**src/design/dmc_pkg.sv**
```systemverilog
// ----------------------------------------------------------------------------
// dmc_pkg: shared definitions for the direct-mapped tag lookup
// Widths, register indexes, reset values and the tag store line format.
// ----------------------------------------------------------------------------
package dmc_pkg;

  localparam int DMC_MAX_LINES  = 1024;
  localparam int DMC_ADDR_WIDTH = 32;

  localparam int WORD_W  = 32;
  localparam int TAG_W   = 32;
  localparam int CFG_W   = 4;
  localparam int CFG_IDX_W = 4;
  localparam int CNT_W   = 32;

  // masked index before folding onto the store: ib <= 15
  localparam int RAW_IDX_W = 16;
  localparam int SHAMT_W   = 5;

  localparam logic [CFG_W-1:0] OFFSET_BITS_RST = 4'd2;
  localparam logic [CFG_W-1:0] INDEX_BITS_RST  = 4'd10;
  localparam logic [CNT_W-1:0] CNT_MAX         = '1;

  typedef enum logic [CFG_IDX_W-1:0] {
    CFG_OFFSET_BITS = 4'd0,
    CFG_INDEX_BITS  = 4'd1
  } cfg_reg_e;

  typedef struct packed {
    logic             valid;
    logic [TAG_W-1:0] tag;
  } line_t;

endpackage

```
**src/design/dmc_addr_split.sv**
```systemverilog
// ----------------------------------------------------------------------------
// dmc_addr_split: word address to line index and tag
// Skips offset bits, masks to index bits, folds onto the store depth.
// ----------------------------------------------------------------------------
module dmc_addr_split import dmc_pkg::*; #(
  parameter int MAX_LINES  = DMC_MAX_LINES,
  parameter int ADDR_WIDTH = DMC_ADDR_WIDTH,
  localparam int IDX_W     = (MAX_LINES > 1) ? $clog2(MAX_LINES) : 1
) (
  input  logic [WORD_W-1:0] addr_i,
  input  logic [CFG_W-1:0]  offset_bits_i,
  input  logic [CFG_W-1:0]  index_bits_i,
  output logic [IDX_W-1:0]  idx_o,
  output logic [TAG_W-1:0]  tag_o
);

  localparam logic [WORD_W-1:0] ADDR_MASK = (ADDR_WIDTH >= WORD_W) ? {WORD_W{1'b1}} :
                                            WORD_W'((64'd1 << ADDR_WIDTH) - 64'd1);
  localparam bit IS_POW2 = (MAX_LINES & (MAX_LINES - 1)) == 0;
  localparam int NSTEPS  = (16 - $clog2(MAX_LINES) > 0) ? (16 - $clog2(MAX_LINES)) : 1;

  logic [WORD_W-1:0]    addr;
  logic [WORD_W-1:0]    shifted;
  logic [RAW_IDX_W-1:0] idx_mask;
  logic [RAW_IDX_W-1:0] raw_idx;
  logic [SHAMT_W-1:0]   tag_shamt;

  assign addr      = addr_i & ADDR_MASK;
  assign shifted   = addr >> offset_bits_i;
  assign idx_mask  = (RAW_IDX_W'(1) << index_bits_i) - RAW_IDX_W'(1);
  assign raw_idx   = shifted[RAW_IDX_W-1:0] & idx_mask;
  assign tag_shamt = {1'b0, offset_bits_i} + {1'b0, index_bits_i};
  assign tag_o     = TAG_W'(addr >> tag_shamt);

  generate
    if (MAX_LINES == 1) begin : g_single
      assign idx_o = '0;
    end else if (IS_POW2) begin : g_pow2
      assign idx_o = raw_idx[IDX_W-1:0];
    end else begin : g_fold
      // restoring reduction by shifted copies of the depth
      always_comb begin
        logic [RAW_IDX_W-1:0] r;
        r = raw_idx;
        for (int k = NSTEPS - 1; k >= 0; k--) begin
          if ({16'd0, r} >= (32'(MAX_LINES) << k)) begin
            r = RAW_IDX_W'({16'd0, r} - (32'(MAX_LINES) << k));
          end
        end
        idx_o = r[IDX_W-1:0];
      end
    end
  endgenerate

endmodule

```
**config.mk**
```make
export PLATFORM = sky130hd
export DESIGN_NAME = dmc_addr_split
export DESIGN_NICKNAME = d
export VERILOG_FILES = /design/src/design/dmc_pkg.sv /design/src/design/dmc_addr_split.sv
export SDC_FILE = /design/constraint.sdc
export NUM_CORES = 1
export LEC_CHECK = 0
export BUFFER_PORTS_ARGS = -buffer_cell sky130_fd_sc_hd__buf_2
export CAP_MARGIN = 20
export CORE_UTILIZATION = 50
export DETAILED_ROUTE_END_ITERATION = 16
export PLACE_DENSITY_LB_ADDON = 0.05
export SLEW_MARGIN = 0
export SYNTH_ARGS = -nofsm -noshare
export SYNTH_HDL_FRONTEND = slang
export SYNTH_SLANG_ARGS = --single-unit
```
**constraint.sdc**
```tcl
create_clock -name vclk -period 6.35
set_input_delay 0.635 -clock vclk [all_inputs]
set_output_delay 0.635 -clock vclk [all_outputs]
set_load 0.02 [all_outputs]
```
==> results.py, run 1 <==
metrics = {
    "die": {
        "dieHeight_um": 76.4,
        "initial_utilization_pct": 53.1,
        "chipWidth_um": 76.4,
        "boundaryPins": 82,
        "die_area_mm2": 0.00583,
        "core_mm2": 0.00520,
        "row_count": 26,
    },
    "route": {
        "firstDrtPassIters": 4,
        "antenna_left": 0,
        "drt_wl_total_um": 7890,
        "via_count": 2873,
        "via_per_inst": 6.06,
        "drc": 0,
        "drt_iter0_markers": 162,
        "avgRoutedWirePerCell_um": 16.7,
    },
    "timing": {
        "slew_headroom_pct": 35.3,
        "final.setup.tns_ns": 0,
        "rsz0062_at_grt": "no",
        "setup_viol": 0,
        "slew_viol_final": 0,
        "worst_pin_slew_ns": 0.970,
        "final_hold_viol_count": 0,
        "fin_crit_sh_pct": 72.5,
        "fmax_mhz": 217,
        "post-route-min-period_ns": 4.60,
        "worst_slack_ns": 1.75,
    },
    "layout": {
        "syn_to_final_growth_pct": 11.8,
        "n_antenna_cell": 0,
        "nets": 452,
        "num-fill-cells": 514,
        "stdcell_count": 474,
        "regArea_um2": 0,
        "nClkBuffers": 0,
        "numSequentialCells": 0,
        "multi_input_area_mm2": 0.00252,
        "drive_gt1_share_pct": 33.4,
    },
    "power": {
        "ir_drop_mv": 0.114,
        "p_per_area_mw_per_mm2": 181,
        "power_w": 0.000559,
        "p_leak_nw": 1.46,
    },
    "synth": {
        "synth_nets": 396,
        "syn-cell-area_mm2": 0.00277,
        "avgSynthCellArea_um2": 7.90,
        "yosysTopAreaCell": "mux2i_1",
        "ys_types": 49,
        "yosysSeqAreaShare_pct": 0,
        "synth_area_leaders": "mux2i_1 (21%), mux4_2 (18%), mux2_2 (6.1%)",
        "syn_inst": 350,
        "yosysWarningCount": 0,
        "yosysTopAreaCellShare_pct": 20.6,
    },
    "global_routing": {
        "grt_pass1_wl_um": 12800,
        "grt_usage_pct": 26.5,
        "grt_antenna_before_repair": 0,
        "grt_pass1_vias": 2519,
        "grt_max_degree": 39,
        "grt.overflow.total": 0,
    },
    "job": {
        "maxCapViolCount": 0,
    },
    "setup_path": {
        "required_ns": 5.71,
        "slowest_delay_ns": 0.52,
        "path_cells": "buf_2 > ha_1 > inv_1 > fa_2 > buf_4 > mux2_2 > o21ai_0 > mux2i_1 > a21oi_1 > a21oi_1 > buf_2",
        "path_class": "input pin to output pin",
        "crit_slowest_cell": "buf_2",
        "critPathMaxFanout": 38,
        "end_kind": "output pin",
        "crit_arrival_ns": 3.97,
        "cp-start-kind": "input pin",
    },
    "place": {
        "gp_congestion": 0.940,
        "dp_hpwl_um": 6280,
        "io_buffers": 82,
        "dp_slack_ns": 1.79,
        "post-place-cells": 474,
    },
    "hold_path": {
        "hold_end": "idx_o[7]",
        "hp-class": "input pin to output pin",
        "hold_start": "index_bits_i[3]",
        "hold_depth": 3,
    },
    "clock_network": {
        "holdBufCountCts": 0,
        "cts_post_setup_buffers_inserted": 0,
        "cts.repair.resized": 0,
    },
    "run_status": {
        "status": "finished clean",
    },
}
[per-layer routing]
metal	routed length [µm]	track usage (%)	vias up
li1	-	-	1434
met1	3780	42.6	1345
met2	3570	39.7	92
met3	525	2.04	2
met4	14	1.54	0
met5	0	0	-
[cell type report]
cell class                 count  share of cell area (%)
tap                           70                    2.83
inverter                       9                    1.09
multi-input combinational    307                    81.4
timing repair buffer          88                    14.7
[how the worst max path moves through the flow]
| stage | slack [ns] | startpoint | depth (start not counted) | endpoint |
|---|---|---|---|---|
| after floorplan | 2.59 | offset_bits_i[1] | 12 | tag_o[0] |
| after global placement | 1.81 | offset_bits_i[0] | 10 | tag_o[7] |
| after detailed placement | 1.79 | offset_bits_i[0] | 10 | tag_o[7] |
| after CTS | 1.78 | offset_bits_i[0] | 10 | tag_o[7] |
| after global routing | 1.53 | offset_bits_i[0] | 11 | tag_o[4] |
| final | 1.75 | offset_bits_i[0] | 11 | tag_o[4] |
[per-stage QoR]
stage / utilization [%] / cell area (µm²) / hold WS [ns]
after floorplan: - / 2770 / 1.47
after global placement: 59.4 / 3090 / 1.72
after detailed placement: 59.4 / 3090 / 1.71
after CTS: 59.4 / 3090 / 1.71
after global routing: 59.4 / 3090 / 1.73
final: 59.4 / 3090 / 1.72
[where the power goes]
part | internal (W) | switching (W) | leakage, nW
clock | 0 | 0 | 0
sequential | 0 | 0 | 0
combinational | 0.000222 | 0.000337 | 1.46
[logic make-up after synthesis]
logic type	after synthesis	share of synthesized area, %
AO/OA/AOI/OAI	80	18.0
XOR/XNOR	5	2.53
adder cells (fa/ha/maj)	6	2.99
buffers and inverters	43	9.41
multiplexers	98	48.0
AND/OR/NAND/NOR	118	19.0
[cell usage in the layout, fill, tap and decap left out, drive strengths merged, types with 6 or more instances in the layout]
| cell | synthesis | layout |
|---|---|---|
| nand3 | 15 | 15 |
| nor2b | 7 | 7 |
| nand2 | 42 | 42 |
| inv | 8 | 8 |
| mux4 | 25 | 25 |
| buf | 23 | 88 |
| nor2 | 31 | 31 |
| mux2i | 57 | 57 |
| a21oi | 29 | 29 |
| a31oi | 6 | 6 |
| a211oi | 8 | 8 |
| o21ai | 20 | 20 |
| nor3 | 12 | 12 |
| mux2 | 16 | 16 |
[worst max-delay path, delay by kind of cell]
family	cells	cell delay, ns
buffers and inverters	4	1.24
adder cells (fa/ha/maj)	2	0.79
AO/OA/AOI/OAI	3	0.73
multiplexers	2	0.56
[cell usage after synthesis, types with 2 or more instances]
| cell type | n |
|---|---|
| nor2b_1 | 7 |
| buf_4 | 3 |
| buf_2 | 10 |
| a31oi_1 | 6 |
| and3_1 | 4 |
| mux2i_1 | 57 |
| nor3_1 | 12 |
| inv_1 | 7 |
| ha_1 | 5 |
| mux4_2 | 22 |
| a21oi_1 | 27 |
| buf_6 | 8 |
| a211oi_1 | 7 |
| nand3_1 | 15 |
| clkbuf_1 | 10 |
| o21ai_0 | 15 |
| o21ai_1 | 5 |
| nor2_1 | 31 |
| o22ai_1 | 5 |
| and2_1 | 3 |
| o311a_1 | 2 |
| xnor2_1 | 3 |
| a21o_1 | 3 |
| nand2_1 | 42 |
| mux2_2 | 15 |
| mux4_1 | 3 |
Note: power is estimated with default switching activity, not from simulation.
==> inputs of run 2 (changes only) <==
- ABC_AREA: unset -> 1
- clock period: 6.35 -> 4.6 ns (I/O delays scaled with it)
==> run 2 against run 1 <==
Via count rose by 52%. Critical endpoint is now tag_o[8]. Count of clock-buffer cells in the layout did not move. First-iteration DRC count rose to 3.0 times the previous value. Critical path depth did not move. Die area rose by 2.1%. Combinational power rose by 32%. Sequential cell count did not move.
==> results.py, run 2 <==
metrics = {
    "run_status": {
        "status": "finished clean",
    },
    "route": {
        "drt_wl_total_um": 10100,
        "firstDrtPassIters": 5,
        "drc": 0,
        "via_per_inst": 6.10,
        "antenna_left": 0,
        "avgRoutedWirePerCell_um": 14.1,
        "drt_iter0_markers": 484,
        "via_count": 4362,
    },
    "clock_network": {
        "holdBufCountCts": 0,
        "cts.repair.resized": 0,
        "cts_post_setup_buffers_inserted": 0,
    },
    "timing": {
        "final_hold_viol_count": 0,
        "post-route-min-period_ns": 3.94,
        "final.setup.tns_ns": 0,
        "setup_viol": 0,
        "slew_headroom_pct": 30.3,
        "timing.hold.ws_ns": 1.34,
        "fmax_mhz": 254,
        "worst_pin_slew_ns": 1.04,
        "rsz0062_at_grt": "no",
        "worst_slack_ns": 0.662,
        "slew_viol_final": 0,
        "fin_crit_sh_pct": 85.6,
    },
    "layout": {
        "stdcell_count": 715,
        "nets": 691,
        "drive_gt1_share_pct": 15.6,
        "regArea_um2": 0,
        "numSequentialCells": 0,
        "layout_commonest_cell": "nand3_1",
        "nClkBuffers": 0,
        "design_area_mm2": 0.00313,
        "final_cell_mix": "nand3_1 (273), nand2_1 (187), buf_2 (82)",
        "syn_to_final_growth_pct": 10.9,
        "multi_input_area_mm2": 0.00250,
        "num-fill-cells": 664,
        "n_antenna_cell": 0,
    },
    "setup_path": {
        "critPathMaxFanout": 31,
        "crit_path_frequent_cell": "nand3_1",
        "required_ns": 4.14,
        "cp-start-kind": "input pin",
        "path_class": "input pin to output pin",
        "path_cells": "buf_2 > inv_1 > fa_1 > inv_1 > buf_4 > nand3_1 > nand3_1 > nand3_1 > nand3_1 > nand2_1 > buf_2",
        "crit_slowest_cell": "fa_1",
        "end_kind": "output pin",
        "crit_arrival_ns": 3.48,
        "slowest_delay_ns": 0.99,
    },
    "power": {
        "switching_power_w": 0.000508,
        "p_int_w": 0.000229,
        "clkPwrFrac_pct": 0,
        "combPwrFrac_pct": 100.0,
        "p_leak_nw": 1.71,
        "ir_drop_mv": 0.185,
        "power_frac_seq_pct": 0,
        "p_per_area_mw_per_mm2": 235,
        "p_sw_share_pct": 69.0,
    },
    "job": {
        "maxCapViolCount": 0,
    },
    "place": {
        "io_buffers": 82,
        "post-place-cells": 715,
        "dp_slack_ns": 0.772,
        "gp_congestion": 0.999,
        "dp_hpwl_um": 7710,
        "placedInstanceArea_mm2": 0.00313,
    },
    "synth": {
        "yosysWarningCount": 0,
        "synth_common_cells": "nand3_1 (273), nand2_1 (187), nor2_1 (36)",
        "ys_types": 26,
        "synth_nets": 643,
        "yosysSeqAreaShare_pct": 0,
        "yosysTopAreaCell": "nand3_1",
        "syn_inst": 597,
        "yosysTopAreaCellShare_pct": 48.4,
        "avgSynthCellArea_um2": 4.73,
        "syn-cell-area_mm2": 0.00283,
        "synth.most_common_cell": "nand3_1",
        "synth_area_leaders": "nand3_1 (48%), nand2_1 (25%), nor2_1 (4.8%)",
    },
    "die": {
        "chipWidth_um": 77.2,
        "row_count": 27,
        "die_area_mm2": 0.00596,
        "initial_utilization_pct": 51.6,
        "core_mm2": 0.00547,
        "boundaryPins": 82,
        "dieHeight_um": 77.2,
    },
    "global_routing": {
        "grt_pass1_vias": 3685,
        "grt_usage_pct": 33.9,
        "grt.overflow.total": 0,
        "grt_max_degree": 36,
        "grt_antenna_before_repair": 0,
        "grt_pass1_wl_um": 17100,
    },
    "hold_path": {
        "hp-class": "input pin to output pin",
    },
}
-- run 2: cell count changes in the layout (fill, tap and decap cells not counted), sizes merged, moves of 7 or more --
cell,delta
inv,+12
nand2,+147
nor2b,-7
a21oi,-23
mux4,-25
nand3,+259
a211oi,-8
mux2i,-57
mux2,-16
o21ai,-15
nor3,-9
-- run 2: path summary, 6_finish.rpt --
check                             from       end  slack [ns]  depth (start not counted)
worst min-delay path   index_bits_i[3]  idx_o[9]        1.34                          4
worst max-delay path  offset_bits_i[1]  tag_o[8]        0.66                         11
-- run 2: layer usage --
layer	GRT usage [%]	routed length [µm]	vias up
met4	7.74	209	0
li1	-	-	2145
met3	2.86	777	24
met1	48.5	4550	1990
met5	0	0	-
met2	54.3	4550	203
-- run 2: cell families after synthesis --
| kind of cell | share of synthesized area [%] |
|---|---|
| xor gates and xnor gates | 1.24 |
| buffers and inverters | 11.4 |
| and+or+nand+nor | 81.0 |
| adders and majority gates | 2.92 |
| AOI/OAI and AO/OA | 3.45 |
-- run 2: area by class of cell --
type / count / area share [%]
Tap cell: 72 / 2.88
Inverter: 22 / 2.64
Multi-Input combinational cell: 533 / 79.9
Timing Repair Buffer: 88 / 14.5
-- run 2: stage by stage --
| stage | power [W] | util (%) |
|---|---|---|
| after floorplan | 0.000551 | - |
| after global placement | 0.000716 | 57.2 |
| after detailed placement | 0.000722 | 57.2 |
| after CTS | 0.000724 | 57.2 |
| after global routing | 0.000818 | 57.2 |
| final | 0.000737 | 57.2 |
-- run 2: worst max-delay path, delay by kind of cell --
| kind | cells | cell delay (ns) |
|---|---|---|
| and+or+nand+nor | 5 | 0.65 |
| adders and majority gates | 1 | 0.99 |
| buffers and inverters | 5 | 1.35 |
-- run 2: power by group through the flow --
stage,registers (W),logic (W),clock network (W)
6_report,0,0.000737,0
5_1_grt,0,0.000818,0
4_1_cts,0,0.000724,0
3_5_place_dp,0,0.000722,0
3_3_place_gp,0,0.000716,0
2_1_floorplan,0,0.000551,0
